$ cat src/hw/rtl/amb_pkg.sv
package amb_pkg;

	// vertex index width and queue depth follow from the largest graph
	localparam int unsigned VIDX_W = 3;
	localparam int unsigned QDEPTH = 8;
	localparam int unsigned QPTR_W = $clog2(QDEPTH) + 1;
	localparam int unsigned ROW_W  = 8;
	localparam int unsigned NROWS  = 8;

	typedef logic [VIDX_W-1:0] vidx_t;
	typedef logic [ROW_W-1:0]  row_t;
	typedef logic [QPTR_W-1:0] qptr_t;

	// search sequencer
	typedef enum logic [1:0] {
		ST_IDLE,
		ST_DEQ,
		ST_SCAN,
		ST_FLUSH
	} state_t;

endpackage

$ cat src/hw/rtl/amb_if.sv
// start vertex channel
interface amb_req_if;
	import amb_pkg::*;
	logic  valid;
	logic  ready;
	vidx_t start_vertex;
	modport source (output valid, output start_vertex, input ready);
	modport sink (input valid, input start_vertex, output ready);
endinterface

// visit order channel
interface amb_rsp_if;
	import amb_pkg::*;
	logic  valid;
	logic  ready;
	vidx_t vertex;
	logic  last_flag;
	modport source (output valid, output vertex, output last_flag, input ready);
	modport sink (input valid, input vertex, input last_flag, output ready);
endinterface

$ cat src/hw/rtl/adjacency_matrix_bfs_order.sv
// channel  dir  payload                  handshake
// req      in   start_vertex[2:0]        valid/ready
// rsp      out  vertex[2:0], last_flag   valid/ready
// apb      in   adj_row_0..7 at 4*i      psel/penable/pwrite, pready=1
//
// A query steps through the accept, one dequeue per vertex reached, one
// priority-encode per emitted neighbor and per exhausted row, an empty-queue
// check and a flush; a start beyond the vertex count goes from the accept
// straight to the flush. req.ready is high only while
// the sequencer is idle. Each result is held one step behind so the last one
// can carry last_flag; a stalled rsp channel stalls the scan. Reset clears rows
// and control.
module adjacency_matrix_bfs_order
	import amb_pkg::*;
#(
	parameter int unsigned VERTICES = 8
) (
	input  logic          clk,
	input  logic          arst_n,
	amb_req_if.sink       req,
	amb_rsp_if.source     rsp,
	input  logic          psel,
	input  logic          penable,
	input  logic          pwrite,
	input  logic [4:0]    paddr,
	input  logic [31:0]   pwdata,
	output logic [31:0]   prdata,
	output logic          pready
);

	localparam row_t VMASK = ROW_W'((1 << VERTICES) - 1);

	state_t state_q, state_d;
	row_t   adj_q [NROWS];
	row_t   visited_q;
	qptr_t  head_q, tail_q;
	vidx_t  cur_q, pend_q;
	vidx_t  queue_q [QDEPTH];
	logic   out_valid_q;
	vidx_t  out_vertex_q;
	logic   out_last_q;

	logic   accept, in_range, out_free;
	row_t   cand, pick_oh;
	vidx_t  pick;
	logic   found, adv, deq, flush_go;
	logic   q_we;
	logic [QPTR_W-2:0] q_waddr;
	vidx_t  q_wdata;

	// config port
	assign pready = 1'b1;
	assign prdata = {24'b0, adj_q[paddr[4:2]]};

	always_ff @(posedge clk or negedge arst_n) begin
		if (!arst_n) begin
			for (int i = 0; i < NROWS; i++) adj_q[i] <= '0;
		end else if (psel && penable && pwrite && pready) begin
			adj_q[paddr[4:2]] <= pwdata[ROW_W-1:0];
		end
	end

	// lowest unvisited neighbor of the current vertex
	assign cand = adj_q[cur_q] & ~visited_q & VMASK;
	always_comb begin
		pick = '0;
		for (int j = NROWS - 1; j >= 0; j--) begin
			if (cand[j]) pick = VIDX_W'(j);
		end
	end
	assign found   = |cand;
	assign pick_oh = ROW_W'(1) << pick;

	assign accept   = req.valid && req.ready;
	assign in_range = {1'b0, req.start_vertex} < (VIDX_W + 1)'(VERTICES);
	assign out_free = !out_valid_q || rsp.ready;

	// control strobes
	always_comb begin
		adv      = 1'b0;
		deq      = 1'b0;
		flush_go = 1'b0;
		unique case (state_q)
			ST_IDLE:  ;
			ST_DEQ:   deq = (head_q != tail_q);
			ST_SCAN:  adv = found && out_free;
			ST_FLUSH: flush_go = out_free;
			default:  ;
		endcase
	end

	// next state
	always_comb begin
		state_d = state_q;
		unique case (state_q)
			ST_IDLE:  if (req.valid) state_d = in_range ? ST_DEQ : ST_FLUSH;
			ST_DEQ:   state_d = (head_q != tail_q) ? ST_SCAN : ST_FLUSH;
			ST_SCAN:  if (!found) state_d = ST_DEQ;
			ST_FLUSH: if (flush_go) state_d = ST_IDLE;
			default:  state_d = ST_IDLE;
		endcase
	end

	assign req.ready = (state_q == ST_IDLE);

	// queue write port
	always_comb begin
		q_we    = (accept && in_range) || adv;
		q_waddr = accept ? '0 : tail_q[QPTR_W-2:0];
		q_wdata = accept ? req.start_vertex : pick;
	end

	// queue store, registered read into current vertex
	always_ff @(posedge clk) begin
		if (q_we) queue_q[q_waddr] <= q_wdata;
		if (deq) cur_q <= queue_q[head_q[QPTR_W-2:0]];
	end

	// search state and output register
	always_ff @(posedge clk or negedge arst_n) begin
		if (!arst_n) begin
			state_q     <= ST_IDLE;
			visited_q   <= '0;
			head_q      <= '0;
			tail_q      <= '0;
			out_valid_q <= 1'b0;
		end else begin
			state_q <= state_d;
			if (out_valid_q && rsp.ready) out_valid_q <= 1'b0;
			if (accept) begin
				head_q <= '0;
				if (in_range) begin
					visited_q <= ROW_W'(1) << req.start_vertex;
					tail_q    <= qptr_t'(1);
				end else begin
					visited_q <= '0;
					tail_q    <= '0;
				end
			end
			if (deq) head_q <= head_q + qptr_t'(1);
			if (adv) begin
				visited_q   <= visited_q | pick_oh;
				tail_q      <= tail_q + qptr_t'(1);
				out_valid_q <= 1'b1;
			end
			if (flush_go) out_valid_q <= 1'b1;
		end
	end

	// pending vertex and output payload
	always_ff @(posedge clk) begin
		if (accept) pend_q <= req.start_vertex;
		if (adv) begin
			pend_q       <= pick;
			out_vertex_q <= pend_q;
			out_last_q   <= 1'b0;
		end
		if (flush_go) begin
			out_vertex_q <= pend_q;
			out_last_q   <= 1'b1;
		end
	end

	assign rsp.valid     = out_valid_q;
	assign rsp.vertex    = out_vertex_q;
	assign rsp.last_flag = out_last_q;

`ifndef ASSERT_OFF
	a_queue_bound: assert property (@(posedge clk) disable iff (!arst_n)
		(tail_q - head_q) <= qptr_t'(QDEPTH))
		else $error("queue holds more entries than its depth");

	a_idle_empty: assert property (@(posedge clk) disable iff (!arst_n)
		state_q == ST_IDLE |-> head_q == tail_q)
		else $error("queue not drained at end of query");

	a_visited_count: assert property (@(posedge clk) disable iff (!arst_n)
		$countones(visited_q) == 32'(tail_q))
		else $error("visited map and enqueued count disagree");

	a_start_pending: assert property (@(posedge clk) disable iff (!arst_n)
		accept |=> pend_q == $past(req.start_vertex))
		else $error("start vertex not held as first result");
`endif

endmodule

$ cat src/flat_wrapper.sv
// flat-port wrapper written by rule: the top's interface ports become plain ports
module adjacency_matrix_bfs_order_flat import amb_pkg::*;
#(
	parameter int unsigned VERTICES = 8
)
  (clk, arst_n, psel, penable, pwrite, paddr, pwdata, prdata, pready, req_valid, req_start_vertex, req_ready, rsp_valid, rsp_vertex, rsp_last_flag, rsp_ready);
  amb_req_if req_i ();
  amb_rsp_if rsp_i ();
  input  logic clk;
  input  logic arst_n;
  input  logic psel;
  input  logic penable;
  input  logic pwrite;
  input  logic [4:0] paddr;
  input  logic [31:0] pwdata;
  output logic [31:0] prdata;
  output logic pready;
  input wire logic [$bits(req_i.valid)-1:0] req_valid;
  input wire logic [$bits(req_i.start_vertex)-1:0] req_start_vertex;
  output wire logic [$bits(req_i.ready)-1:0] req_ready;
  output wire logic [$bits(rsp_i.valid)-1:0] rsp_valid;
  output wire logic [$bits(rsp_i.vertex)-1:0] rsp_vertex;
  output wire logic [$bits(rsp_i.last_flag)-1:0] rsp_last_flag;
  input wire logic [$bits(rsp_i.ready)-1:0] rsp_ready;
  assign req_i.valid = req_valid;
  assign req_i.start_vertex = req_start_vertex;
  assign req_ready = req_i.ready;
  assign rsp_valid = rsp_i.valid;
  assign rsp_vertex = rsp_i.vertex;
  assign rsp_last_flag = rsp_i.last_flag;
  assign rsp_i.ready = rsp_ready;
  adjacency_matrix_bfs_order #(.VERTICES(VERTICES)) u_core (.clk(clk), .arst_n(arst_n), .req(req_i), .rsp(rsp_i), .psel(psel), .penable(penable), .pwrite(pwrite), .paddr(paddr), .pwdata(pwdata), .prdata(prdata), .pready(pready));
endmodule
$ cat config.mk
export PLATFORM = sky130hd
export DESIGN_NAME = adjacency_matrix_bfs_order_flat
export DESIGN_NICKNAME = d
export VERILOG_FILES = /design/src/hw/rtl/amb_pkg.sv /design/src/hw/rtl/amb_if.sv /design/src/hw/rtl/adjacency_matrix_bfs_order.sv /design/src/flat_wrapper.sv
export SDC_FILE = /design/constraint.sdc
export NUM_CORES = 1
export LEC_CHECK = 0
export BUFFER_PORTS_ARGS = -buffer_cell sky130_fd_sc_hd__buf_4
export CAP_MARGIN = 10
export CORE_MARGIN = 5
export CORE_UTILIZATION = 40
export DETAILED_ROUTE_END_ITERATION = 6
export SLEW_MARGIN = 25
export SYNTH_ARGS = -nofsm -noshare
export SYNTH_HDL_FRONTEND = slang
export SYNTH_SLANG_ARGS = --single-unit
$ cat constraint.sdc
create_clock -name clk -period 5.3 [get_ports clk]
set_input_delay 0 -clock clk [delete_from_list [all_inputs] [get_ports clk]]
set_output_delay 0 -clock clk [all_outputs]
set_load 0.05 [all_outputs]
Word-level counts from Yosys, hierarchy flattened
Memory sizes are Yosys's and may differ from the RTL's. A register that Yosys moved wholly into a read port is not among the register bits.
Cells that the tools add are included.

storage, ports and cells
  register bits after elaboration = 90
  memory bits (writable) = 24
  input port bits = 47
  output and inout port bits = 39
  memories kept = 1

operators by class
  add/sub/neg operators = 2
  $lt $le $gt $ge = 3
  equality and inequality tests = 7
  shift-type cells = 2
  mux-type cells = 42
  bitwise logic cells = 5
  reduce and logical (&&, ||, !) cells = 16

memories
  name            words  width  read ports  clocked after memory_dff  write ports  RTL line                          text
  u_core.queue_q  8      3      1           1                         1            adjacency_matrix_bfs_order.sv:38  vidx_t queue_q [QDEPTH];

operator list
  operator                                                     number
  bitwise mux 64 bit                                           1
  two-way mux 8 bit                                            7
  binary-select mux 8 bit (select 3 bit)                       2
  two-way mux 3 bit                                            14
  demux 8 bit (select 3 bit)                                   1
  two-way mux 4 bit                                            4
  left shift 1 x 3 -> 8 bit (first input constant)             2
  two-way mux 1 bit                                            9
  adder 4 x 1 -> 4 bit (second input constant)                 2
  bitwise AND 8 bit                                            1
  >= comparator 4 bit (second input constant)                  2
  NOT 3 -> 4 bit                                               2
  NOT 8 bit                                                    1
  bitwise OR 8 bit                                             1
  one-hot mux 2 bit (4 select lines)                           1
  OR reduction 8 bit                                           1
  logical AND 1 bit                                            6
  two-way mux 2 bit                                            3
  nonzero test 2 bit                                           3
  == test 2 bit (second input constant)                        2
  less-than comparator 4 x 1 -> 1 bit (second input constant)  1
  != test 2 bit (second input constant)                        2
  != test 4 bit                                                1
  AND reduction 3 bit                                          1
  other kinds (6)                                              7

Logic depth before layout (Yosys ltp)
  word-level depth = 16
  gate-level depth with buffers = 9
  mapped depth without buffers = 6

Least setup slack after synthesis
No wires, ideal clock.

  path kind = register -> register
  start point = register u_core.cur_q[2] (read register of u_core.queue_q)
  end point = register u_core.pend_q[1] (data pin)
  library setup time = 0.260 ns
  arrival = 2.305 ns
  required time = 5.040 ns
  path slack = 2.735 ns
  cell stages (with the launch flop) = 9
  buffers on the path = 3
  cells stage by stage = edfxtp_1 clkbuf_1 buf_2 mux4_2 a22oi_4 nand2_2 o41a_1 buf_6 mux2_4

on the way
  longest elaborated chain between the ends = 14

RTL lines
  what                                                      RTL line                           text
  start: declaration                                        adjacency_matrix_bfs_order.sv:37   vidx_t cur_q, pend_q;
  NOT 3 -> 4 bit (not written as such) (*)                  adjacency_matrix_bfs_order.sv:64   assign cand = adj_q[cur_q] & ~visited_q & VMASK;
  binary-select mux 8 bit (select 3 bit) (*)                adjacency_matrix_bfs_order.sv:64
  two-way mux 8 bit (not written as such) (*) (2 in a row)  adjacency_matrix_bfs_order.sv:64
  bitwise AND 8 bit (*)                                     adjacency_matrix_bfs_order.sv:64
  two-way mux 3 bit (8 in a row)                            adjacency_matrix_bfs_order.sv:68   if (cand[j]) pick = VIDX_W'(j);
  two-way mux 3 bit (*)                                     adjacency_matrix_bfs_order.sv:153  if (adv) begin
  end signal: assignment                                    adjacency_matrix_bfs_order.sv:152  if (accept) pend_q <= req.start_vertex;
  end signal: assignment                                    adjacency_matrix_bfs_order.sv:154  pend_q <= pick;
  end: declaration                                          adjacency_matrix_bfs_order.sv:37

Mark *: on every way between the ends. The rest lies on a longest branch, timed or not. The select of a mux whose other input is x is not followed.
A chain may end at the register's enable or synchronous reset.

Final worst setup path
  start point = register u_core.cur_q[1] (read register of u_core.queue_q)
  end point = memory u_core.queue_q[5][0] in the netlist's numbering (data pin)

on the way
  longest elaborated chain between the ends = 14

RTL lines
  what                                                      RTL line                           text
  NOT 3 -> 4 bit (not written as such) (*)                  adjacency_matrix_bfs_order.sv:64
  binary-select mux 8 bit (select 3 bit) (*)                adjacency_matrix_bfs_order.sv:64
  two-way mux 8 bit (not written as such) (*) (2 in a row)  adjacency_matrix_bfs_order.sv:64
  bitwise AND 8 bit (*)                                     adjacency_matrix_bfs_order.sv:64
  two-way mux 3 bit (7 in a row)                            adjacency_matrix_bfs_order.sv:68
  two-way mux 3 bit (*)                                     adjacency_matrix_bfs_order.sv:68
  two-way mux 3 bit (*)                                     adjacency_matrix_bfs_order.sv:110  q_wdata = accept ? req.start_vertex : pick;
  net u_core.q_wdata[0]                                     adjacency_matrix_bfs_order.sv:49   vidx_t q_wdata;
  end: declaration                                          adjacency_matrix_bfs_order.sv:38

Mark *: on every way through the listed nets, which the timed path passes. The rest lies on a longest branch. The select of a mux whose other input is x is not followed.

==> results.py <==
metrics = {
    "outcome": {
        "outcome": "completed",
    },
    "clock_network": {
        "clockBufferDepth": 2,
        "root_buffer": "clkbuf_16",
        "clk_latency_ns": 0.42,
        "cts_buffers": 17,
        "path_clk_slew_ns": 0.06,
        "cts.sinks": 117,
        "post_cts_buffers": 0,
        "cts_max_level": 4,
        "cts_tree": "done",
    },
    "die": {
        "dieArea_um2": 18100,
        "core_area_um2": 15200,
        "dieWidth_um": 134,
        "start_util": 0.408,
        "rows": 45,
        "ios": 86,
        "die_h_um": 134,
    },
    "layout": {
        "syn2layout_area_growth_pct": 17.7,
        "mostFrequentLayoutCell": "dfrtp_1",
        "final_cell_mix": "dfrtp_1 (83), mux2_2 (73), nand2_1 (34), buf_4 (34), edfxtp_1 (33)",
        "n_antenna_cell": 0,
        "drive_gt1_frac": 0.332,
        "fin_nets": 585,
        "layoutNonFillerInstCount": 737,
    },
    "grt": {
        "grt_usage": 0.168,
        "grt_overflow_total": 0,
        "grt_max_degree": 46,
        "antenna_found_initial": 0,
        "grt_pass1_wl_mm": 23.5,
        "grt_pass1_vias": 4296,
    },
    "worst_setup_path": {
        "crit-reg2reg-capture": "u_core.queue_q[5][0]$_DFFE_PP_",
        "r2r_start": "u_core.cur_q[1]$_DFFE_PP_",
        "cp_data_required_time_ns": 5.39,
        "arrival_ns": 3.62,
        "worst-setup-path-type": "flip-flop to flip-flop",
        "rr_worst_depth": 6,
        "critPathCaptureType": "flip-flop",
        "cp-start-kind": "flip-flop",
        "worstPathMaxFanout": 16,
        "r2r_slack_ns": 1.77,
    },
    "logic_synthesis": {
        "seq_area_frac_synth": 0.498,
        "synth_top_area_cell": "dfrtp_1",
        "syn_area_per_cell_um2": 12.5,
        "dominantRegCellSynth": "dfrtp_1",
        "synth_area_leaders": "dfrtp_1 (34%), edfxtp_1 (16%), mux2_2 (13%)",
        "synth-async-reset-ratio": 0.709,
        "synth_edf_count": 33,
        "synthCells": 494,
        "yosysTopAreaCellShare": 0.335,
        "synth-seq-cells": 117,
        "yosysUniqueCellTypes": 56,
        "synthesis.area_um2": 6200,
        "ys_warn_count": 0,
    },
    "routing": {
        "firstDrtPassIters": 5,
        "wl_per_cell_um": 19.5,
        "wirelength_mm": 14.4,
        "num_vias": 4181,
        "drc": 0,
        "via_per_inst": 5.67,
        "ant_nets": 0,
        "drt_first_iter_violations": 373,
    },
    "timing": {
        "slew_viol_final": 0,
        "setup-tns-final_ns": 0,
        "rsz0062_at_grt": "no",
        "hold_violations": 0,
        "maxSlewHeadroom": 0.320,
        "finalSetupViolations": 0,
        "min_period_over_period": 0.666,
        "period_minus_slack_ns": 3.53,
        "tightest_slew_ns": 1.02,
        "clock.fmax_ghz": 0.283,
        "finalClockSkew_ns": 0.00840,
        "worst_slack_ns": 1.77,
    },
    "pwr": {
        "ir_drop_mv": 0.367,
        "seq_power_share": 0.359,
        "p_sw_frac": 0.369,
        "powerDensity_nw_per_um2": 581,
        "clkPwrFrac": 0.281,
        "p_leak_nw": 3.06,
        "p_int_mw": 2.67,
        "p_sw_mw": 1.56,
        "combPwrFrac": 0.360,
    },
    "place": {
        "dp_slack_ns": 1.68,
        "placed_cells": 689,
        "gp_congestion": 0.815,
        "portBuffers": 34,
        "place_hpwl_mm": 9.60,
    },
    "run": {
        "drv_cap": 0,
    },
    "min_path": {
        "hold_class": "primary input to asynchronous set/reset pin",
    },
}
power by group through the flow:
stage          logic [mW]  clock network (mW)  registers, mW
2_1_floorplan        1.21                   0           1.45
3_3_place_gp         1.43                   0           1.55
3_5_place_dp         1.48                   0           1.56
4_1_cts              1.50                1.22           1.54
5_1_grt              1.68                1.26           1.57
6_report             1.52                1.19           1.52
through the flow:
stage,instance area [um^2],util,hold slack [ns],power [mW]
floorplan,6290,-,-0.296,2.66
global placement,6470,0.426,0.246,2.98
detailed placement,6500,0.427,0.0240,3.04
CTS,7280,0.479,0.128,4.27
global route,7300,0.480,0.161,4.50
finish,7300,0.480,0.116,4.24
sequential cells by signal, indices dropped and copies added (netlist names):
signal	cells
u_core.rsp.last_flag	1
u_core.visited_q	8
u_core.head_q	4
u_core.rsp.vertex	3
u_core.tail_q	4
u_core.rsp.valid	1
u_core.queue_q	24
u_core.state_q	2
u_core.pend_q	3
u_core.adj_q	64
u_core.cur_q	3
layer usage:
layer / wire length [um] / global-route usage / share of wire
met1: 6630 / 0.237 / 0.46
met2: 6560 / 0.254 / 0.46
met3: 858 / 0.0369 / 0.060
met4: 315 / 0.0622 / 0.022
met5: 0 / 0 / 0
Yosys cell counts, drive strengths merged (4+ instances only):
master and n:
dfrtp 83, mux4 24, edfxtp 33, mux2 74, o31ai 5, nor2b 8, clkbuf 14, a22oi 10
a221oi 8, a21oi 11, nand3 7, buf 37, mux2i 12, inv 12, xnor2 4, nand2 37
nor2 28, o22ai 5, o21ai 23, nor3 10
cell type report:
class	instances	area, um^2
Timing Repair Buffer	51	444
Clock buffer	20	489
Tap cell	188	235
Inverter	12	45.0
Sequential cell	117	3090
Multi-Input combinational cell	337	2860
Clock inverter	12	140
Fill cell	1344	7900
critical path, cell delays in order, from the launching register on:
cell,delay [ns]
edfxtp_1,0.78
mux4_2,0.59
mux2_2,0.32
a211oi_1,0.35
o211a_1,0.29
o21ai_1,0.12
o21ai_0,0.74
logic make-up after synthesis:
family | after synthesis | share of synthesized area
buffers and inverters | 63 | 0.0573
multiplexers | 110 | 0.242
AO/OA/AOI/OAI | 86 | 0.107
AND/OR/NAND/NOR | 109 | 0.0836
adder cells (fa/ha/maj) | 2 | 0.00404
flip-flops | 117 | 0.498
XOR/XNOR | 5 | 0.00706
other | 2 | 0.00121
worst max-delay path by stage:
stage                                         start                             end  slack [ns]  cells past startpoint
after floorplan           u_core.cur_q[2]$_DFFE_PP_      u_core.pend_q[1]$_DFFE_PP_        2.74                      8
after global routing      u_core.cur_q[1]$_DFFE_PP_  u_core.queue_q[5][0]$_DFFE_PP_        1.45                      6
after global placement    u_core.cur_q[1]$_DFFE_PP_  u_core.queue_q[4][0]$_DFFE_PP_        1.79                      6
after CTS                 u_core.cur_q[0]$_DFFE_PP_  u_core.queue_q[5][0]$_DFFE_PP_        1.65                      6
after detailed placement  u_core.cur_q[1]$_DFFE_PP_  u_core.queue_q[7][0]$_DFFE_PP_        1.68                      6
final                     u_core.cur_q[1]$_DFFE_PP_  u_core.queue_q[5][0]$_DFFE_PP_        1.77                      6
repair_timing:
action / in CTS / in global routing
endpoints found under the hold margin: 110 / 0
gates resized for setup: 0 / 0
hold buffers: 15 / 0
Note: power is estimated with default switching activity, not from simulation.
